`config.mk`:
```
export PLATFORM = sky130hd
export DESIGN_NAME = ost_sqrt
export DESIGN_NICKNAME = d
export VERILOG_FILES = /design/src/sv/ost_pkg.sv /design/src/sv/ost_sqrt.sv
export SDC_FILE = /design/constraint.sdc
export NUM_CORES = 1
export LEC_CHECK = 0
export ABC_AREA = 1
export BUFFER_PORTS_ARGS = -buffer_cell sky130_fd_sc_hd__buf_2
export CORE_MARGIN = 5
export CORE_UTILIZATION = 28
export CTS_BUF_LIST = sky130_fd_sc_hd__clkbuf_2 sky130_fd_sc_hd__clkbuf_4 sky130_fd_sc_hd__clkbuf_8
export DETAILED_ROUTE_END_ITERATION = 12
export HOLD_SLACK_MARGIN = 0.1
export SLEW_MARGIN = 10
export SYNTH_ARGS = -nofsm -noshare
export SYNTH_HDL_FRONTEND = slang
export SYNTH_SLANG_ARGS = --single-unit
```
`constraint.sdc`:
```
create_clock -name clk -period 2.1 [get_ports clk]
set_input_delay 0.105 -clock clk [delete_from_list [all_inputs] [get_ports clk]]
set_output_delay 0.105 -clock clk [all_outputs]
set_load 0.005 [all_outputs]
```
`src/sv/ost_pkg.sv`:
```
package ost_pkg;

  localparam int GRID_SIZE_DEF = 256;
  localparam int ROT_STEPS     = 30;

  localparam logic [34:0] TWO_PI_Q32  = 35'd26986075409;
  localparam logic signed [34:0] TWO_PI_Q30  = 35'sd6746518852;
  localparam logic signed [34:0] PI_Q30      = 35'sd3373259426;
  localparam logic signed [34:0] HALF_PI_Q30 = 35'sd1686629713;
  localparam logic signed [33:0] GAIN_Q30    = 34'sd652032874;

  localparam logic [31:0] TIME_RST    = 32'd0;
  localparam logic [15:0] KSTEP_RST   = 16'd4118;
  localparam logic [19:0] GRAVITY_RST = 20'd642908;

  localparam logic [1:0] REG_TIME    = 2'd0;
  localparam logic [1:0] REG_KSTEP   = 2'd1;
  localparam logic [1:0] REG_GRAVITY = 2'd2;

  typedef logic signed [34:0] ang_t;
  typedef logic signed [33:0] cs_t;

  typedef struct packed {
    logic signed [23:0] a;
    logic signed [23:0] b;
    logic signed [23:0] p;
    logic signed [23:0] q;
  } amp_t;

  function automatic ang_t atan_q30(input int i);
    unique case (i)
      0: atan_q30 = 35'sd843314857;
      1: atan_q30 = 35'sd497837829;
      2: atan_q30 = 35'sd263043837;
      3: atan_q30 = 35'sd133525159;
      4: atan_q30 = 35'sd67021687;
      5: atan_q30 = 35'sd33543516;
      6: atan_q30 = 35'sd16775851;
      7: atan_q30 = 35'sd8388437;
      8: atan_q30 = 35'sd4194283;
      9: atan_q30 = 35'sd2097149;
      default: atan_q30 = (i < 30) ? ang_t'(64'sd1 <<< (30 - i)) : '0;
    endcase
  endfunction

endpackage

```
`src/sv/ost_sqrt.sv`:
```
// Pipelined integer square root, one result bit per stage.
module ost_sqrt import ost_pkg::*; #(
  parameter int IW = 36,
  parameter int SW = 32
) (
  input  logic            clk,
  input  logic [IW-1:0]   in_val,
  input  logic [SW-1:0]   in_side,
  output logic [IW/2-1:0] out_root,
  output logic [SW-1:0]   out_side
);
  localparam int NS = IW / 2;

  logic [IW-1:0] rem_r  [NS+1];
  logic [NS-1:0] root_r [NS+1];
  logic [SW-1:0] side_r [NS+1];

  always_comb begin
    rem_r[0]  = in_val;
    root_r[0] = '0;
    side_r[0] = in_side;
  end

  for (genvar s = 0; s < NS; s++) begin : g_st
    localparam int B = NS - 1 - s;
    logic [IW+1:0] trial;
    logic [IW+1:0] rem_ext;
    always_comb begin
      trial   = ((IW+2)'(root_r[s]) << (B + 1)) | ((IW+2)'(1) << (2 * B));
      rem_ext = (IW+2)'(rem_r[s]);
    end
    always_ff @(posedge clk) begin
      side_r[s+1] <= side_r[s];
      if (rem_ext >= trial) begin
        rem_r[s+1]  <= IW'(rem_ext - trial);
        root_r[s+1] <= root_r[s] | (NS'(1) << B);
      end else begin
        rem_r[s+1]  <= rem_r[s];
        root_r[s+1] <= root_r[s];
      end
    end
  end

  assign out_root = root_r[NS];
  assign out_side = side_r[NS];
endmodule

```
==> summary by stage, run 1 <==
Clocking
The number of levels the H-tree was split into is 4. The clock passes through at most 3 buffers. TritonCTS built the clock tree.

The root buffer cell is sky130_fd_sc_hd__clkbuf_8. The number of clock buffers added by TritonCTS is 212. The clock sink count is 1,359. The later-pin clock latency in the skew report is 0.92 ns. After clock tree synthesis, the clock-pin slew on the worst setup and hold paths is 0.06 ns.

STA
The max-slew violation count is 0. For the pin with the worst max-slew slack, the measured transition is 0.567 ns. Measured against its own limit, the worst slew margin works out to 61.9%. Setup repair after global routing could not meet its margin everywhere.

The number of setup violations in the final report is 0. The smallest clock period supported by the final layout is computed as 2.07 ns. The worst-case clock skew is 0.0578 ns. Static timing analysis puts the maximum clock frequency at 484 MHz. In the finished design, the share of the clock period the worst path needs comes to 98.4%. The total count of hold-check failures in the final report was 0.

Global route
Entering global routing, the biggest net connects 43 pins. The first global-routing pass estimated 188,000 um of wire. The combined global-route utilization of all metal layers is 13.4%. The via count of the first global-routing pass is 36,486. The overall overflow remaining after global route is 0. The number of antenna violations at the first check in global routing came to 2.

Synth
The post-synthesis compound-gate area fraction is 5.22%. Of the synthesized area, sequential elements account for 58.2%. By area, the combinational part of the netlist is dominated by simple AND/OR/NAND/NOR gates. Of the total synthesized cell area, the portion taken by full adders, half adders and majority gates is 4.95%. The synthesized netlist devotes 21.8% of its cell area to simple gates. The mapped netlist covers 46,700 sq um. The number of nets handed over by synthesis was 5,582. Of the post-synthesis cell area, the part taken by muxes is 0%. Synthesis handed over a netlist of 5,328 instances. The distinct cell type count after synthesis is 52.

The most used flip-flop cell after synthesis is sky130_fd_sc_hd__dfxtp_1. The count of flip-flops with a built-in enable after synthesis is 0. After Yosys synthesis, XOR and XNOR cells account for 2.66% of the synthesized area.

In the synthesized netlist the async set-or-reset flop fraction comes to 0%. The count of warnings emitted by yosys is 0. The mean instance size in the synthesized netlist is 8.77 sq um. The synthesized design contains 1,359 register bits.

Die
The chip height is 418 um. The number of core rows is 150. The initial core utilization is 28.1%. The total I/O pin count is 119. The core area is 166,000 sq um. The chip width is 418 um. The area enclosed by the die boundary is 175,000 sq um.

Worst setup path
The maximum single-stage delay on the critical path is 0.34 ns. The signal on the critical path passes through inv_1 -> ha_4 -> nand2_2 -> buf_4 -> inv_1 -> nand2_1 -> inv_1 -> nand2_1 -> inv_2 -> nand3_2 -> o21bai_4 -> nor2_4 -> buf_12 -> clkbuf_16 -> o21ai_0. The endpoint class of the critical path is a flop. In this design, the largest share of critical-path delay is due to buffers and inverters. The data required time of the critical path is 2.92 ns.

The slowest stage of the critical path belongs to the cell sky130_fd_sc_hd__dfxtp_2. The cell that appears most often on the critical path is sky130_fd_sc_hd__inv_1. Data on the critical path arrives at its endpoint at 2.89 ns.

The critical path contains buffers and inverters numbering 7 combined. The startpoint kind of the worst setup timing path is a flop. The maximum net fanout on the critical path is 8. The type of the worst setup path is reg -> reg.

Route
The number of design-rule violations left by the first detailed-router iteration is 1,876. The final layout contains routed wiring with a total length of 121,000 um. For this run, the detailed router's first-pass iteration total came to 6. The via-per-instance ratio is 4.18. The routed layout has 35,614 vias.

The post-detailed-route count of antenna-violating nets is 0. In the final routed layout, each cell accounts on average for 14.2 um. For this run, design rule violations remaining after detail routing come to 0.

Cells and area
The total of fill cells in the finished design is 16,818. For this run, the share of the core covered by cells in the final layout is 36.4%. In the final design database the tool counted 6,398 nets. The number of standard cells in the layout, taps in and fillers out is 8,517. Compared with the post-synthesis result, the final layout area differs by 29.7%.

The share of final-layout standard cells stronger than drive strength 1 is 20.9%.

Placement
The number of port buffers is 118. The cell total after placement is 7,973. The congestion estimate from routability-driven global placement came to 0.937. The post-detailed-placement half-perimeter wirelength is 91,900 um.

Outcome
The flow ran to the end, and the final reports show no timing, DRC or antenna violations.

Flow run
The max-capacitance violation count is 0.

Power
The analysis attributes to cell leakage a power of 28.7 nW. The power per cell area is 1400 nW/um^2. The peak ir drop on the vdd network is 0.000671 V.

Min path
The path class of the tightest hold or removal check is reg -> reg.
[worst reg2reg max path: stages, from the launching register on]
cell and delay, ns:
sky130_fd_sc_hd__dfxtp_2 0.34, sky130_fd_sc_hd__inv_1 0.07, sky130_fd_sc_hd__ha_4 0.29, sky130_fd_sc_hd__nand2_2 0.06
sky130_fd_sc_hd__buf_4 0.13, sky130_fd_sc_hd__inv_1 0.05, sky130_fd_sc_hd__nand2_1 0.05, sky130_fd_sc_hd__inv_1 0.07
sky130_fd_sc_hd__nand2_1 0.06, sky130_fd_sc_hd__inv_2 0.08, sky130_fd_sc_hd__nand3_2 0.08, sky130_fd_sc_hd__o21bai_4 0.17
sky130_fd_sc_hd__nor2_4 0.06, sky130_fd_sc_hd__buf_12 0.14, sky130_fd_sc_hd__clkbuf_16 0.15, sky130_fd_sc_hd__o21ai_0 0.19
[cell usage in the layout (no fill, tap or decap), types with 29 or more instances in the layout]
cell / Yosys / final
sky130_fd_sc_hd__a21oi_1: 224 / 163
sky130_fd_sc_hd__a21oi_2: 8 / 65
sky130_fd_sc_hd__buf_2: 8 / 118
sky130_fd_sc_hd__buf_4: 43 / 386
sky130_fd_sc_hd__clkbuf_4: 0 / 65
sky130_fd_sc_hd__clkbuf_8: 1 / 251
sky130_fd_sc_hd__clkinv_2: 0 / 31
sky130_fd_sc_hd__dfxtp_1: 1359 / 1326
sky130_fd_sc_hd__dfxtp_2: 0 / 30
sky130_fd_sc_hd__dlygate4sd3_1: 0 / 137
sky130_fd_sc_hd__ha_1: 185 / 122
sky130_fd_sc_hd__ha_4: 0 / 56
sky130_fd_sc_hd__inv_1: 724 / 717
sky130_fd_sc_hd__nand2_1: 1341 / 1283
sky130_fd_sc_hd__nand2_2: 15 / 69
sky130_fd_sc_hd__nand3_1: 262 / 250
sky130_fd_sc_hd__nand3b_1: 38 / 38
sky130_fd_sc_hd__nand4_1: 102 / 102
sky130_fd_sc_hd__nor2_1: 483 / 441
sky130_fd_sc_hd__nor2_2: 10 / 40
sky130_fd_sc_hd__nor3_1: 70 / 61
sky130_fd_sc_hd__nor4_1: 29 / 29
sky130_fd_sc_hd__o21ai_0: 133 / 105
sky130_fd_sc_hd__o21ai_1: 23 / 37
sky130_fd_sc_hd__o21ai_2: 21 / 34
sky130_fd_sc_hd__xnor2_1: 58 / 58
sky130_fd_sc_hd__xor2_1: 84 / 83
[metal layers]
metal / vias to the layer above / GRT usage, % / share of wire (%)
met4: 0 / 6.85 / 4.7
met1: 16187 / 15.6 / 43
met3: 295 / 2.36 / 3.6
met5: - / 0 / 0
met2: 730 / 23.7 / 49
li1: 18402 / - / -
[where the power goes]
group	internal [W]	leakage [nW]	switching (W)	total, W
clock network	0.0136	2.52	0.0104	0.0240
registers	0.0302	11.4	0.00339	0.0336
logic	0.0114	14.8	0.0157	0.0270
total	0.0552	28.7	0.0295	0.0847
[what timing repair did]
| action | 4_1_cts | 5_1_grt |
|---|---|---|
| resized for setup | 66 | 327 |
| endpoints found under the setup margin | 159 | 276 |
| hold buffers | 137 | 0 |
| cloned | 1 | 6 |
| hold endpoints to repair | 69 | 0 |
| setup buffers | 4 | 14 |
| pin swaps | 7 | 38 |
[through the flow]
stage	hold WS (ns)	setup TNS [ns]	worst slack, ns	instance area [sq um]	power [W]
2_1_floorplan	0.133	0	0.261	46700	0.0484
3_3_place_gp	0.208	-4.55	-0.137	52500	0.0585
3_5_place_dp	0.209	-7.43	-0.164	52500	0.0586
4_1_cts	0.196	-0.0515	-0.0147	58900	0.0835
5_1_grt	0.289	-1.33	-0.0923	60600	0.0905
6_report	0.303	0	0.0331	60600	0.0847
[cell type report]
cell class                 instances  area (sq um)  area share, %
sequential                      1359         27300           45.0
timing repair inverter             2          27.5         0.0454
clock inverter                    65           833           1.37
multi-input combinational       3172         17700           29.3
tap                             2204          2760           4.55
inverter                         732          2790           4.61
clock buffer                     316          3940           6.51
antenna                            2          5.00        0.00826
timing repair buffer             665          5250           8.67
[synthesized netlist by cell type (23+ instances only)]
cell | count | share of area (%)
sky130_fd_sc_hd__buf_4 | 43 | 0.69
sky130_fd_sc_hd__xnor2_1 | 58 | 1.1
sky130_fd_sc_hd__a21oi_1 | 224 | 2.4
sky130_fd_sc_hd__nand3b_1 | 38 | 0.61
sky130_fd_sc_hd__xor2_1 | 84 | 1.6
sky130_fd_sc_hd__nand4_1 | 102 | 1.4
sky130_fd_sc_hd__nor4_1 | 29 | 0.39
sky130_fd_sc_hd__o21ai_1 | 23 | 0.25
sky130_fd_sc_hd__nand2_1 | 1341 | 11
sky130_fd_sc_hd__dfxtp_1 | 1359 | 58
sky130_fd_sc_hd__ha_1 | 185 | 5.0
sky130_fd_sc_hd__o21ai_0 | 133 | 1.4
sky130_fd_sc_hd__inv_1 | 724 | 5.8
sky130_fd_sc_hd__nor3_1 | 70 | 0.75
sky130_fd_sc_hd__nand3_1 | 262 | 2.8
sky130_fd_sc_hd__nor2_1 | 483 | 3.9
[cell families (layout without fill, tap and decap cells)]
family          after synthesis  after routing
other cells                   0              2
buf+inv                     798           1780
compound gates              442            442
fa+ha+maj                   185            185
xor+xnor                    142            142
flops                      1359           1359
simple gates               2402           2403
[path summary, 6_finish.rpt]
path | start | end | slack [ns] | cells after the start
setup / recovery | g_st[13].trial[18] | g_st[14].rem_ext[12] | 0.03 | 15
hold / removal | side_r[178] | side_r[146] | 0.30 | 0
setup reg to reg | g_st[13].trial[18] | g_st[14].rem_ext[12] | 0.03 | 15
hold reg to reg | side_r[178] | side_r[146] | 0.30 | 0
[registers in the layout, summed over array words and instances (netlist names)]
signal	flops
out_side	32
g_st.rem_ext	612
out_root	18
side_r	544
g_st.trial	153
Power figures use the tool's default switching activity.
==> run 2: changes to the inputs <==
Settings changed: CORE_MARGIN 5 to 2.
==> run 2 against run 1 <==
Compared with the run above: highest routed layer unchanged; wire length is 2.6% lower; critical endpoint is now g_st[16].rem_ext[9]; die area is 2.8% lower; clock skew is 0.0033 ns higher; critical path type unchanged; largest cell class unchanged.
==> summary by stage, run 2 (same netlist as run 1, synthesis figures left out) <==
STA
The total count of hold-check failures in the final report came to 0. For the final database, setup skew stands at 0.0611 ns. The max-slew violation count is 0. The worst-case setup margin in the final layout is 0.0201 ns.

For the final routed database, the setup TNS stands at 0 ns. The highest clock frequency the design can meet is 481 MHz. Setup violations remaining at the end of the flow were counted as 0.

The worst-margin pin slew is 0.534 ns. The worst hold margin is 0.304 ns. The relative slew slack is 64.0%. The worst path uses 99.0% of the clock period. Setup repair after global routing could not meet its margin everywhere. The minimum clock period after layout is 2.08 ns.

Global route
The overall overflow remaining after global route is 0. The first global-routing pass estimated 186,000 um of wire. The number of antenna violations at the first check in global routing came to 3. The combined global-route utilization of all metal layers is 13.8%. The via count of the first global-routing pass was 36,213. Entering global routing, the biggest net connects 22 pins.

Die
The chip height is 412 um. The initial core utilization is 28.3%. For this design the top-level I/O count stands at 119. The area enclosed by the die boundary is 170,000 sq um. The number of core rows is 149. The core area is 165,000 sq um. The chip width is 412 um.

Clocking
The root buffer cell is sky130_fd_sc_hd__clkbuf_8. The maximum clock path buffer count is 3. The later-pin clock latency in the skew report is 0.92 ns. Counting the buffers created by CTS gives 211.

The clock sink count is 1,359. The number of levels the H-tree was split into is 4. The clock tree from TritonCTS is built. The clock-pin slew on the worst setup and hold paths is 0.06 ns.

Placement
The post-detailed-placement half-perimeter wirelength is 88,800 um. The minimum setup slack after placement is -0.435 ns. Port buffering added 118 buffers. The congestion estimate from routability-driven global placement came to 0.923.

Cells and area
The synthesis-to-layout area growth is 29.7%. At the end of the flow the core is filled with cells to 36.6%. The post-route netlist has 21.0% of its cells at a drive strength greater than 1. The register with the most flip-flops in the layout has 612 of them. Leaving out fill and tap cells, the most frequent cells in the layout are 1,308 x sky130_fd_sc_hd__dfxtp_1, 1,281 x sky130_fd_sc_hd__nand2_1, 710 x sky130_fd_sc_hd__inv_1. After the last flow step, the layout net total stands at 6,370. The most frequent standard cell in the layout excluding fill and tap cells is sky130_fd_sc_hd__dfxtp_1.

Power
Dividing total power by cell area gives a power density of 1400 nW/um^2. The peak ir drop on the vdd network is 0.000716 V. For this design the static power due to leakage is 28.7 nW.

Route
For this run, design rule violations remaining after detail routing come to 0. The count of TritonRoute iterations in the first routing pass is 5. The post-detailed-route count of antenna-violating nets is 0.

After detailed routing, the number of vias per cell comes to 4.17. The detailed-route wire length per cell is 13.9 um. The wire length reported by the detailed router is 118,000 um.

The via count is 35,350. The number of design-rule violations left by the first detailed-router iteration is 1,391.

Worst setup path
The setup path with the least slack is of type reg -> reg. The worst setup path is launched from a flop. Data on the critical path is required at its endpoint by 2.88 ns. STA classifies the critical path endpoint as a flop. The data arrival time of the critical path is 2.86 ns. The maximum net fanout on the critical path is 7.

Min path
The worst hold path belongs to the class reg -> reg.

Flow run
Max-cap violations in this run came to 0.

Outcome
The run finished with clean final reports.
## run 2: critical path: stages (launching register included)
cell and delay (ns):
sky130_fd_sc_hd__dfxtp_1 0.38, sky130_fd_sc_hd__inv_1 0.11, sky130_fd_sc_hd__ha_4 0.27, sky130_fd_sc_hd__nand2_2 0.10, sky130_fd_sc_hd__nor3_1 0.05, sky130_fd_sc_hd__nand2_1 0.13, sky130_fd_sc_hd__nor2_4 0.07, sky130_fd_sc_hd__a21oi_2 0.17
sky130_fd_sc_hd__inv_1 0.09, sky130_fd_sc_hd__nor2_4 0.24, sky130_fd_sc_hd__buf_6 0.17, sky130_fd_sc_hd__clkbuf_16 0.15, sky130_fd_sc_hd__o21ai_2 0.07
## run 2: worst paths after layout
check / from / to / slack [ns] / cells after the start
min: side_r[203] / side_r[171] / 0.30 / 0
max reg2reg: g_st[15].trial[6] / g_st[16].rem_ext[9] / 0.02 / 12
max: g_st[15].trial[6] / g_st[16].rem_ext[9] / 0.02 / 12
min reg2reg: side_r[203] / side_r[171] / 0.30 / 0
## run 2: cell type report
| class | instances | area, sq um |
|---|---|---|
| Multi-Input combinational cell | 3172 | 17800 |
| Sequential cell | 1359 | 27300 |
| Timing Repair inverter | 2 | 25.0 |
| Tap cell | 2189 | 2740 |
| Fill cell | 16661 | 105000 |
| Timing Repair Buffer | 638 | 5100 |
| Inverter | 732 | 2780 |
| Clock inverter | 65 | 802 |
| Clock buffer | 317 | 4030 |
| Antenna cell | 2 | 5.00 |
## run 2: power breakdown
group          internal [W]  total, W  switching [W]
clock                0.0138    0.0242         0.0104
combinational        0.0112    0.0268         0.0157
sequential           0.0302    0.0335        0.00329
## run 2: timing repair
action / 4_1_cts / 5_1_grt
setup endpoints to repair: 173 / 266
hold endpoints to repair: 69 / 0
setup buffers: 17 / 17
resized for setup: 93 / 345
pin swaps: 12 / 67
hold buffers: 137 / 0
cloned: 6 / 2
## run 2: through the flow
step | instance area, sq um | cells | power (W)
2_1_floorplan | 46700 | 5328 | 0.0484
5_1_grt | 60600 | 8476 | 0.0905
3_5_place_dp | 52200 | 7915 | 0.0581
6_report | 60600 | 8476 | 0.0846
4_1_cts | 59100 | 8457 | 0.0836
3_3_place_gp | 52200 | 7915 | 0.0581
## run 2: metal layers
layer	routed length [um]	GRT usage, %	up-vias	share of wire, %
met5	0	0	-	0
met3	5230	2.83	239	4.4
li1	-	-	18363	-
met4	4180	5.71	0	3.5
met1	52400	16.6	16025	44
met2	56000	23.7	723	48
==> run 3: changes to the inputs <==
Settings changed: BUFFER_PORTS_ARGS -buffer_cell sky130_fd_sc_hd__buf_2 to -buffer_cell sky130_fd_sc_hd__buf_4, CORE_UTILIZATION 28 to 43, SKIP_CTS_REPAIR_TIMING from default to 1.
==> run 3 against run 2 <==
Compared with the run above: hold slack better by 0.0092 ns; clock-buffer cell count down 1; sequential cell count unchanged; clock skew down 0.027 ns; final area down 0.88%; clock power up 2%; global-route usage up 6.5 points; first-iteration DRC count up 44%; sequential power up 1%; critical path depth unchanged; die area down 35%; combinational power about the same; critical path type unchanged; critical endpoint is now g_st[16].rem_ext[25]; largest power group unchanged.
==> summary by stage, run 3 (same netlist as run 1, synthesis figures left out) <==
Outcome
The flow ran to the end, and the final reports show no timing, DRC or antenna violations.

Worst setup path
The startpoint kind of the worst setup timing path is a flop. The cell that appears most often on the critical path is sky130_fd_sc_hd__nand2_1. STA puts the critical path data required time at 2.85 ns.

The slowest cell on the critical path is sky130_fd_sc_hd__dfxtp_1. Counting both buffers and inverters, the worst setup path holds a total of 3. The worst setup path is of the reg -> reg kind.

Along the worst path, the maximum fanout reaches 8. STA classifies the critical path endpoint as a flop. The dominant delay contributor by cell family on the critical path is simple AND/OR/NAND/NOR gates. For the worst setup path, the data arrival time is 2.80 ns. The largest single stage delay on the critical path is 0.47 ns. Traced cell by cell, the critical path runs through ha_4 -> nand2_1 -> nand2_1 -> a21oi_2 -> nand2_1 -> nand2_2 -> nand3_4 -> nor2_4 -> buf_4 -> buf_12 -> a21oi_1 -> buf_4.

Global route
Entering global routing, the biggest net connects 43 pins. The number of antenna violations at the first check in global routing is 1. The first global-routing pass estimated 178,000 um of wire. For this run, the total global-route usage over all layers was measured as 20.2%. The via count of the first global-routing pass is 34,059. Summed over all layers, the global routing overflow is 0.

STA
Setup violations remaining at the end of the flow were counted as 0. Setup repair after global routing could not meet its margin everywhere. In this run the tightest slew margin relative to its limit is 50.4%. At the pin with the least slew margin, the transition time is 0.736 ns. The total count of hold-check failures in the final report was 0.

The worst path needs 2.05 ns of the cycle, external delays included. The worst hold margin is 0.313 ns. The post-route clock period utilization is 97.7%. The clock arrives with 0.0342 ns of skew. Across all setup checks in the final design, the least slack found is 0.0487 ns. The max-slew violation count is 0. Based on the critical path, the design can be clocked at up to 487 MHz.

Power
The total leakage power is 28.9 nW. The combinational power share is 31.7%. Cell internal power was estimated by the tool at 0.0562 W. The clock network accounts for 28.7% of the total power. IR analysis of the VDD net gives a maximum drop of 0.000781 V.

The analysis attributes to net switching a power of 0.0294 W. The share of total power dissipated in sequential elements is 39.6%. The power per cell area is 1430 nW/um^2.

Net switching is 34.3% of the power. The total power consumption of the routed design is 0.0856 W.

Cells and area
The multi-input logic area is 17,700 sq um. The most frequent standard cell in the layout excluding fill and tap cells is sky130_fd_sc_hd__dfxtp_1. The count of nets after finishing is 6,398. The total of fill cells in the finished design is 9,530. The share of final-layout standard cells stronger than drive strength 1 is 20.4%. Measured on the finished design, the core utilization comes to 55.9%.

After the flow finishes, the layout carries non-filler instances totaling 7,718. The top cell types in the final layout, fill and taps aside, are 1,327 x sky130_fd_sc_hd__dfxtp_1, 1,291 x sky130_fd_sc_hd__nand2_1, 720 x sky130_fd_sc_hd__inv_1. Relative to the synthesized area, the layout overhead comes to 28.5%. Registers take 27,300 sq um. The register with the most flip-flops in the layout has 612 of them.

Clocking
The maximum clock path buffer count is 3. Counting the buffers created by CTS gives 205. The clock sink count is 1,359.

TritonCTS built the clock tree. Clock latency on the worst-skew pair, taken at its later pin, is 0.88 ns. The tree is rooted in a sky130_fd_sc_hd__clkbuf_8. After clock tree synthesis, the clock-pin slew on the worst setup and hold paths is 0.06 ns. The clock tree synthesis step divided the H-tree into 4 levels.

Route
For this block, the initial DRC count from the detailed router was 1,998. Dividing the detail-routed wire length by the instance count gives 15.3 um. Dividing the detail-routed via count by the number of cells gives 4.63. The final route contains 35,736 vias. In the routed design, unresolved DRC markers number 0. After detailed routing, the total wire length is 118,000 um.

The detail route stage leaves a number of antenna-violating nets equal to 0. The count of TritonRoute iterations in the first routing pass is 7.

Min path
The worst hold path belongs to the class reg -> reg.

Placement
During placement, the flow inserted port buffers numbering 118. The cell total after placement is 7,167. The congestion estimate from routability-driven global placement came to 0.925. Once detailed placement completed, the half-perimeter wirelength came to 89,700 um.

Before CTS, the worst setup slack after placement is -0.226 ns.

Die
The chip height is 334 um. The area enclosed by the die boundary is 111,000 sq um. Pin placement for this block handled 119 I/O pins.

For this configuration, the core starts out at a cell density of 43.5%. The region available for standard cell placement spans 107,000 sq um. The chip width is 334 um. The floorplan has 120 rows.

Flow run
The max-capacitance violation count is 0.
-- run 3: area by class of cell --
cell class	instances	share of cell area [%]
antenna	3	0.0125
clock buffer	316	6.69
clock inverter	59	1.47
inverter	732	4.66
multi-input combinational	3171	29.4
sequential	1359	45.4
tap	1403	2.92
timing repair buffer	673	9.40
timing repair inverter	2	0.0458
-- run 3: worst register-to-register path, stage by stage, from the launching register on --
cell,delay (ns)
sky130_fd_sc_hd__dfxtp_1,0.47
sky130_fd_sc_hd__ha_4,0.28
sky130_fd_sc_hd__nand2_1,0.08
sky130_fd_sc_hd__nand2_1,0.08
sky130_fd_sc_hd__a21oi_2,0.17
sky130_fd_sc_hd__nand2_1,0.11
sky130_fd_sc_hd__nand2_2,0.09
sky130_fd_sc_hd__nand3_4,0.08
sky130_fd_sc_hd__nor2_4,0.16
sky130_fd_sc_hd__buf_4,0.14
sky130_fd_sc_hd__buf_12,0.11
sky130_fd_sc_hd__a21oi_1,0.05
sky130_fd_sc_hd__buf_4,0.12
-- run 3: final timing paths --
kind | endpoint | start | slack (ns) | cells after the start
worst max-delay path | g_st[16].rem_ext[25] | g_st[15].rem_ext[17] | 0.05 | 12
worst min-delay path | side_r[371] | side_r[403] | 0.31 | 0
worst max register to register | g_st[16].rem_ext[25] | g_st[15].rem_ext[17] | 0.05 | 12
worst min register to register | side_r[371] | side_r[403] | 0.31 | 0
-- run 3: stage by stage --
| stage | cell area, sq um | TNS [ns] |
|---|---|---|
| 5_1_grt | 60000 | -1.15 |
| 3_5_place_dp | 51800 | -3.21 |
| 3_3_place_gp | 51800 | -3.57 |
| 4_1_cts | 56700 | -6.04 |
| 6_report | 60000 | 0 |
| 2_1_floorplan | 46700 | 0 |
-- run 3: metal layers --
layer	vias up	routed length (um)	global-route usage, %
met4	0	3260	7.63
li1	18409	-	-
met2	742	56600	34.5
met1	16388	52700	25.5
met5	-	0	0
met3	197	5090	3.46
-- run 3: power by group through the flow --
stage	Sequential, W	Combinational (W)	Clock (W)
6_report	0.0339	0.0271	0.0246
4_1_cts	0.0337	0.0247	0.0254
3_5_place_dp	0.0342	0.0246	0
3_3_place_gp	0.0342	0.0245	0
5_1_grt	0.0343	0.0304	0.0265
2_1_floorplan	0.0323	0.0161	0
